==> src/hdl/ptst_pkg.sv <==
// Shared types, codes and default sizes of the priority task slot table.
`timescale 1ns / 1ps
package ptst_pkg;

    // Default group counts per level and slots per group.
    localparam int unsigned P_LEVEL0_GROUPS   = 2;
    localparam int unsigned P_LEVEL1_GROUPS   = 2;
    localparam int unsigned P_LEVEL2_GROUPS   = 2;
    localparam int unsigned P_LEVEL3_GROUPS   = 2;
    localparam int unsigned P_SLOTS_PER_GROUP = 32;

    // Fixed field widths.
    localparam int unsigned TICK_W  = 16;
    localparam int unsigned ENTRY_W = 3 * TICK_W;

    typedef enum logic [1:0] {
        ACT_TICK = 2'd0,
        ACT_ADD  = 2'd1,
        ACT_DEL  = 2'd2,
        ACT_NOP  = 2'd3
    } t_action;

    typedef enum logic [1:0] {
        ST_OK        = 2'd0,
        ST_BAD_LEVEL = 2'd1,
        ST_FULL      = 2'd2,
        ST_NOT_FOUND = 2'd3
    } t_status;

    typedef enum logic [2:0] {
        S_IDLE,
        S_DECODE,
        S_READ,
        S_EVAL,
        S_RESP
    } t_state;

    // Commands from the controller to the datapath.
    typedef struct packed {
        logic    load;
        logic    tick_inc;
        logic    set_status;
        t_status status;
        logic    grp_init;
        logic    grp_inc;
        logic    rd_en;
        logic    commit;
        logic    out_load;
    } t_cmd;

    // Status from the datapath to the controller.
    typedef struct packed {
        logic is_tick;
        logic is_nop;
        logic is_add;
        logic lvl_bad;
        logic grp_end;
        logic hit;
    } t_sts;

endpackage

==> src/hdl/ptst_ctrl.sv <==
// Controller state machine of the priority task slot table.
`timescale 1ns / 1ps
module ptst_ctrl
    import ptst_pkg::*;
(
    input  logic i_clk,
    input  logic i_rst_n,
    input  logic i_in_valid,
    output logic o_in_ready,
    output logic o_out_valid,
    input  logic i_out_ready,
    input  t_sts i_sts,
    output t_cmd o_cmd
);

    t_state r_state, n_state;
    logic   r_out_valid, n_out_valid;
    t_cmd   cmd;

    // State and output valid registers.
    always_ff @(posedge i_clk) begin
        if (!i_rst_n) begin
            r_state     <= S_IDLE;
            r_out_valid <= 1'b0;
        end else begin
            r_state     <= n_state;
            r_out_valid <= n_out_valid;
        end
    end

    // Next state and commands.
    always_comb begin
        n_state = r_state;
        cmd     = '0;
        cmd.status = ST_OK;
        case (r_state)
            S_IDLE: begin
                if (i_in_valid) begin
                    cmd.load = 1'b1;
                    n_state  = S_DECODE;
                end
            end
            S_DECODE: begin
                if (i_sts.is_tick) begin
                    cmd.tick_inc   = 1'b1;
                    cmd.set_status = 1'b1;
                    n_state        = S_RESP;
                end else if (i_sts.is_nop) begin
                    cmd.set_status = 1'b1;
                    n_state        = S_RESP;
                end else if (i_sts.lvl_bad) begin
                    cmd.set_status = 1'b1;
                    cmd.status     = ST_BAD_LEVEL;
                    n_state        = S_RESP;
                end else begin
                    cmd.grp_init = 1'b1;
                    n_state      = S_READ;
                end
            end
            S_READ: begin
                if (i_sts.grp_end) begin
                    cmd.set_status = 1'b1;
                    cmd.status     = i_sts.is_add ? ST_FULL : ST_NOT_FOUND;
                    n_state        = S_RESP;
                end else begin
                    cmd.rd_en = 1'b1;
                    n_state   = S_EVAL;
                end
            end
            S_EVAL: begin
                if (i_sts.hit) begin
                    cmd.commit = 1'b1;
                    n_state    = S_RESP;
                end else begin
                    cmd.grp_inc = 1'b1;
                    n_state     = S_READ;
                end
            end
            S_RESP: begin
                if (!r_out_valid || i_out_ready) begin
                    cmd.out_load = 1'b1;
                    n_state      = S_IDLE;
                end
            end
            default: begin
                n_state = S_IDLE;
            end
        endcase
    end

    // Result valid: set on load, cleared when the transaction completes.
    always_comb begin
        n_out_valid = r_out_valid;
        if (cmd.out_load) begin
            n_out_valid = 1'b1;
        end else if (i_out_ready) begin
            n_out_valid = 1'b0;
        end
    end

    assign o_cmd       = cmd;
    assign o_in_ready  = (r_state == S_IDLE);
    assign o_out_valid = r_out_valid;

    a_accept_decode: assert property (@(posedge i_clk) disable iff (!i_rst_n)
        (i_in_valid && o_in_ready) |=> (r_state == S_DECODE))
        else $error("accepted item did not enter decode");

    a_eval_after_read: assert property (@(posedge i_clk) disable iff (!i_rst_n)
        (r_state == S_EVAL) |-> ($past(r_state) == S_READ))
        else $error("evaluation without a preceding read");

    a_load_valid: assert property (@(posedge i_clk) disable iff (!i_rst_n)
        cmd.out_load |=> r_out_valid)
        else $error("result load did not raise valid");

endmodule

==> config.mk <==
export PLATFORM = sky130hd
export DESIGN_NAME = ptst_ctrl
export DESIGN_NICKNAME = d
export VERILOG_FILES = /design/src/hdl/ptst_pkg.sv /design/src/hdl/ptst_ctrl.sv
export SDC_FILE = /design/constraint.sdc
export NUM_CORES = 1
export LEC_CHECK = 0
export BUFFER_PORTS_ARGS = -buffer_cell sky130_fd_sc_hd__buf_2
export CAP_MARGIN = 0
export CORE_AREA = 2 2 39 41
export DETAILED_ROUTE_END_ITERATION = 8
export DIE_AREA = 0 0 41 43
export PLACE_DENSITY_LB_ADDON = 0.1
export SETUP_SLACK_MARGIN = 0.02
export SLEW_MARGIN = 30
export SYNTH_ARGS = -nofsm -noshare
export SYNTH_HDL_FRONTEND = slang
export SYNTH_SLANG_ARGS = --single-unit
==> constraint.sdc <==
create_clock -name i_clk -period 2.7 [get_ports i_clk]
set_input_delay 0.405 -clock i_clk [delete_from_list [all_inputs] [get_ports i_clk]]
set_output_delay 0.405 -clock i_clk [all_outputs]
set_load 0.005 [all_outputs]
* After elaboration in Yosys (flattened, before gate mapping) *
Index checks and enable logic that the tools add are counted.
W data, S select, Z words.

word-level totals
  register bits = 4
  input bits = 10
  output and inout bits = 12

cells by class
  eq/ne operators = 6
  multiplexer cells = 32
  reduce and logical (&&, ||, !) cells = 5

operators with widths
  operator              number
  $mux W3               11
  $mux W1               19
  $pmux W3 S5           1
  $eq A3 B2 Y1 const B  2
  $pmux W3 S2           1
  $ne A2 B2 Y1 const B  2
  $eq A3 B1 Y1 const B  1
  $eq A3 B3 Y1 const B  1
  $logic_not A3 Y1      1
  $reduce_and A2 Y1     1
  $reduce_bool A2 Y1    1
  $logic_not A1 Y1      1
  $logic_or A1 B1 Y1    1

* Longest topological paths before layout *
Gate-level depths: netlist (run 1).

  word-level depth = 5
  depth in mapped cells = 4
  gate-level depth less buffers = 3

* Worst setup path after synthesis (run 1) *
Ideal clock, no wire load.

  path type = register -> output
  start = register r_state[0]
  end = output port o_cmd[0] (netlist bit)
  arrival = 993 ps
  required time = 2295 ps
  setup slack = 1302 ps
  cell stages (with the launch flop) = 5
  buffers on the path = 2
  cell sequence = dfxtp_1 -> buf_6 -> or3b_1 -> nor2b_1 -> buf_4

RTL lines
  what                    RTL line         text
  start, declared         ptst_ctrl.sv:16  t_state r_state, n_state;
  start signal, assigned  ptst_ctrl.sv:26  r_state <= n_state;
  end, declared           ptst_ctrl.sv:13  output t_cmd o_cmd

==> qor.yml, run 1 <==
fin_crit_ns: 1.91
cp-end-kind: "output pin"
slew_headroom: 0.797
power-per-cell-area_nw_per_um2: 391
dr.pass1.iters: 2
grt_pass1_wl_um: 1190
synth_area_leaders: "dfxtp_1 25%, nand2b_1 8.0%, nor3_1 8.0%"
rsz0062_at_grt: "no"
hold_buffers: 0
hold_start: "i_rst_n"
synth_top_family_by_area: "simple AND/OR/NAND/NOR gates"
r2r_end: "r_state[1]$_SDFFE_PN0P_"
grt_pass1_vias: 310
drtAntennaViolNets: 0
status: "complete, no violations"
place.gp.congestion: 0.687
slowest_stage: "dfxtp_1"
num_antenna_cells: 0
overflow: 0
hold_viol_final: 0
post-route-period-util: 0.707
routed_wl_um: 802
numPortBuffers: 21
p_leak_nw: 0.224
vias: 339
drc: 0
finalPower_mw: 0.173
wl_per_cell_um: 10.4
final.setup.tns_ns: 0
cts_resized: 0
synth_async_sr_flop_share: 0
ff2ff_path_depth: 3
cts_tree: "built"
worstSkewPairLatency_ns: 0.23
track_usage: 0.103
fp-row-count: 14
synth_edf_count: 0
drv_slew: 0
min_to: "r_state[2]$_SDFFE_PN0P_"
dieArea_um2: 1760
die_y_um: 43
synth-seq-cells: 4
worstHoldPathType: "in -> reg"
nFillCells: 172
path_cells: "or3b_4 > nor4_4 > buf_2"
whs_path_depth: 2
synth_compound_area_frac: 0.124
yosysWarnings: 0
utilization: 0.320
die_w_um: 41
postSynthAreaPerCell_um2: 8.05
p_seq_frac: 0.377
hpwlAfterDp_um: 623
synth_top_area_share: 0.255
synthFlopType: "dfxtp_1"
yosysUniqueCellTypes: 22
setup_viol: 0
clk_path_buf_depth: 2
syn-instance-count: 39
synth_xor_area_frac: 0
swShare: 0.252
path_delay_family: "simple AND/OR/NAND/NOR gates"
reg2reg_from: "r_state[0]$_SDFFE_PN0P_"
multi_input_area_um2: 204
numCtsBuffers: 3
drtIter0Drc: 1
worst_clock_skew_ns: 0.00438
antenna_found_initial: 0
rrSetupSlack_ns: 1.38
grt_max_degree: 11
numClockSinks: 4
post-cts-setup-buffer-count: 0
synth_top_area_cell: "dfxtp_1"
critPathMaxStageDelay_ns: 0.49
syn_to_final_growth_pct: 41.0
io_pins: 22
regArea_um2: 80.1
fmax_ghz: 0.524
yosys.area_share.simple: 0.494
synth_fp_nets: 49
synth.area.mux_share: 0.0319
synth_fa_ha_area_frac: 0
ir_drop_v: 0.0000888
initial_core_util: 0.227
timing.critical_path.buf_inv: 1
seq_area_frac_synth: 0.255
via_per_inst: 4.40
combPwrFrac: 0.195
syn_area_um2: 314
switching_power_mw: 0.0437
coreArea_um2: 1380
cts_root_buf: "clkbuf_4"
drive_above_1_share: 0.443
cp-start-kind: "flop"
clk_pin_slew_ns: 0.04
worst_slew_pin_slew_ns: 0.305
worst_ep_arrival_time_ns: 1.50
worstPathMaxFanout: 10
critPathRequiredTime_ns: 2.30
intPower_mw: 0.129
htree_levels: 1
power.clock.fraction: 0.428
path_class: "reg -> out"
cap_violations: 0
nets: 73
[worst reg2reg max path, stage by stage (launching register included)]
cell and delay (ns):
dfxtp_1 0.49, or3b_4 0.46, nor4_4 0.16, o21a_1 0.15
[how the worst max path moves through the flow]
stage	start	endpoint	cells past startpoint
after floorplan	r_state[0]$_SDFFE_PN0P_	o_cmd[0]	4
after global placement	r_state[0]$_SDFFE_PN0P_	o_cmd[4]	3
after detailed placement	r_state[0]$_SDFFE_PN0P_	o_cmd[4]	3
after CTS	r_state[0]$_SDFFE_PN0P_	o_cmd[4]	3
after global routing	r_state[0]$_SDFFE_PN0P_	o_cmd[4]	3
final	r_state[0]$_SDFFE_PN0P_	o_cmd[4]	3
[per-layer routing]
layer | track usage | part of all wire | wire length (um) | vias to the layer above
met5 | 0 | 0 | 0 | -
li1 | - | - | - | 179
met1 | 0.132 | 0.47 | 380 | 146
met3 | 0.00524 | 0.069 | 55 | 0
met2 | 0.134 | 0.46 | 366 | 14
met4 | 0.120 | 0 | 0 | 0
[area by class of cell]
type	count	area share
Multi-Input combinational cell	30	0.460
Clock buffer	3	0.0508
Tap cell	16	0.0452
Sequential cell	4	0.181
Timing Repair Buffer	21	0.237
Inverter	3	0.0254
[logic make-up after synthesis]
| kind of cell | after synthesis |
|---|---|
| mux | 1 |
| flops | 4 |
| buf+inv | 5 |
| compound gates | 5 |
| simple gates | 24 |
[cell usage in the layout, fill, tap and decap left out, drive strengths merged]
master	Yosys	layout
buf	2	21
nand4bb	1	1
o21ai	1	1
nand2b	4	4
nor3	5	5
o22ai	1	1
inv	3	3
nand2	2	2
nor3b	1	1
and2	1	1
dfxtp	4	4
nor4	1	1
o21a	1	1
a21boi	1	1
nor2	5	5
or3b	2	2
and3	1	1
o31a	1	1
mux2i	1	1
nor2b	1	1
clkbuf	0	3
[per-stage QoR]
step	area (um^2)	setup WS (ns)	instances	hold slack [ns]
6_report	443	0.792	77	0.431
5_1_grt	443	0.692	77	0.434
4_1_cts	443	0.786	77	0.422
3_5_place_dp	420	1.05	74	0.518
3_3_place_gp	420	1.08	74	0.525
2_1_floorplan	314	1.30	39	0.508
[state kept, by name (all words and copies together) (netlist names)]
| signal | cells |
|---|---|
| o_out_valid | 1 |
| r_state | 3 |
[cell usage after synthesis, types with 2 or more instances]
master,count
inv_1,3
nand2_1,2
dfxtp_1,4
nor2_1,5
nand2b_1,4
nor3_1,5
[power groups by stage]
stage          logic (mW)  clock network [mW]  registers (mW)
6_report           0.0338              0.0740          0.0653
5_1_grt            0.0378              0.0825          0.0657
4_1_cts            0.0344              0.0782          0.0650
3_5_place_dp       0.0342                   0          0.0660
3_3_place_gp       0.0345                   0          0.0658
2_1_floorplan      0.0207                   0          0.0640
Note: power is estimated with default switching activity, not from simulation.
==> run 2, diff against run 1 <==
==> constraint.sdc (replaced) <==
create_clock -name i_clk -period 1.64 [get_ports i_clk]
set_input_delay 0.246 -clock i_clk [delete_from_list [all_inputs] [get_ports i_clk]]
set_output_delay 0.246 -clock i_clk [all_outputs]
set_load 0.005 [all_outputs]
==> run 2 against run 1 <==
Effect of this change: setup slack worse by 0.73 ns; sequential share of layout area grew 0.83 points; via count up 1.5%; non-clock buffer count increased by 1; critical endpoint unchanged.
==> qor.yml, run 2 (same netlist as run 1, synthesis figures left out) <==
overflow: 0  # unchanged
initial_core_util: 0.227  # unchanged
placed_cells: 75  # +1.4%
numClockSinks: 4  # unchanged
grt_max_degree: 9  # -2
syn_to_final_growth_pct: 45.4
worstPathMaxFanout: 8  # -2
path_delay_family: "simple AND/OR/NAND/NOR gates"
switching_power_mw: 0.0778  # +78%
rsz0062_at_grt: "yes"
fp-row-count: 14  # unchanged
post-cts-setup-buffer-count: 0  # unchanged
top_layer_used: "met4"
hold-worst-slack_ns: 0.253  # -0.178 ns
power-per-cell-area_nw_per_um2: 640  # +64%
wirelength_met1_um: 349  # -8.2%
hold_buffers: 0  # unchanged
combPwrFrac: 0.206  # +0.011
cp-start-kind: "flop"
cap_violations: 0  # unchanged
drtAntennaViolNets: 0  # unchanged
antenna_found_initial: 0  # unchanged
worst_ep_arrival_time_ns: 1.34  # -0.16 ns
htree_levels: 1  # unchanged
drtIter0Drc: 5  # +4
timing.critical_path.buf_inv: 1  # unchanged
cp-end-kind: "output pin"
vias: 344  # +1.5%
numPortBuffers: 21  # unchanged
slowest_stage: "or3b_4"
drv_slew: 0  # unchanged
path_class: "reg -> out"
hpwlAfterDp_um: 662  # +6.3%
wl_met3_um: 101  # +84%
wl_met2_um: 357  # -2.5%
dieArea_um2: 1760  # unchanged
worst_slew_pin_slew_ns: 0.219  # -0.0860 ns
critPathRequiredTime_ns: 1.39  # -0.91 ns
numCtsBuffers: 3  # unchanged
dr.pass1.iters: 3  # +1
power.clock.fraction: 0.437  # +0.009
routed_wl_um: 824  # +2.7%
cts_tree: "built"
io_pins: 22  # unchanged
ir_drop_v: 0.000455  # +410%
intPower_mw: 0.214  # +66%
clk_pin_slew_ns: 0.04  # about the same
swShare: 0.266  # +0.0139
fmax_ghz: 0.632
hold_viol_final: 0  # unchanged
top_register: "r_state"
worstHoldPathType: "in -> reg"
setup_viol: 0  # unchanged
regArea_um2: 86.3  # +7.8%
multi_input_area_um2: 204  # unchanged
fin_crit_ns: 1.58
post-route-period-util: 0.965
worst_clock_skew_ns: 0.00771  # +0.00333 ns
die_y_um: 43  # unchanged
final_cell_mix: "21 x buf_2, 5 x nor2_1, 5 x nor3_1"
p_leak_nw: 0.231  # +3.0%
status: "complete, no violations"
layout_commonest_cell: "buf_2"
drc: 0  # unchanged
worstSkewPairLatency_ns: 0.24  # about the same
num_antenna_cells: 0  # unchanged
largest_reg_flops: 3  # unchanged
grt_pass1_vias: 302  # -2.6%
nFillCells: 154  # -10%
die_w_um: 41  # unchanged
finalNonFillerCells: 78  # +1.3%
cts_resized: 0  # unchanged
slew_headroom: 0.853  # +0.0565
track_usage: 0.113  # +0.00981
grt_pass1_wl_um: 1240  # +4.1%
path_cells: "or3b_4 > nor4_4 > buf_2"
place.gp.congestion: 0.716  # +4.3%
wl_per_cell_um: 10.6  # +1.4%
critPathMaxStageDelay_ns: 0.41  # -0.08 ns
coreArea_um2: 1380  # unchanged
via_per_inst: 4.41  # +0.17%
clk_path_buf_depth: 2  # unchanged
nets: 74  # +1.4%
cts_root_buf: "clkbuf_4"
p_seq_frac: 0.357  # -0.020
drive_above_1_share: 0.500  # +0.0574
[run 2: final timing paths]
kind	cells after the start	slack (ns)	to	from
setup / recovery	3	0.06	o_cmd[4]	r_state[1]$_SDFFE_PN0P_
hold / removal	2	0.25	r_state[2]$_SDFFE_PN0P_	i_rst_n
hold reg to reg	2	0.52	o_out_valid$_SDFFE_PN0P_	o_out_valid$_SDFFE_PN0P_
setup reg to reg	3	0.49	r_state[1]$_SDFFE_PN0P_	r_state[1]$_SDFFE_PN0P_
[run 2: worst reg2reg max path: stages, from the launching register on]
cell and delay, ns:
dfxtp_4 0.36, or3b_4 0.41, nor4_4 0.16, o21a_1 0.15
[run 2: cell type report]
cell class,instances,area share
inverter,3,0.0247
multi-input combinational,30,0.447
clock buffer,3,0.0493
sequential,4,0.189
timing repair buffer,22,0.247
tap,16,0.0438
[run 2: layer usage]
metal,vias to the layer above,track usage
li1,179,-
met4,0,0.0600
met1,144,0.144
met3,2,0.0785
met5,-,0
met2,19,0.138
[run 2: through the flow]
stage	utilization	worst slack [ns]	setup TNS, ns	power [mW]	area (um^2)
6_report	0.330	0.0578	0	0.292	457
2_1_floorplan	-	0.401	0	0.139	314
4_1_cts	0.325	0.0209	0	0.297	450
3_5_place_dp	0.309	0.283	0	0.168	428
5_1_grt	0.330	-0.00884	-0.00884	0.320	457
3_3_place_gp	0.309	0.290	0	0.168	428
[run 2: power by group through the flow]
stage               registers [mW]  logic, mW  clock network (mW)
floorplan                    0.105     0.0341                   0
global placement             0.106     0.0619                   0
detailed placement           0.107     0.0613                   0
CTS                          0.105     0.0614               0.131
global route                 0.105     0.0672               0.148
finish                       0.104     0.0602               0.128
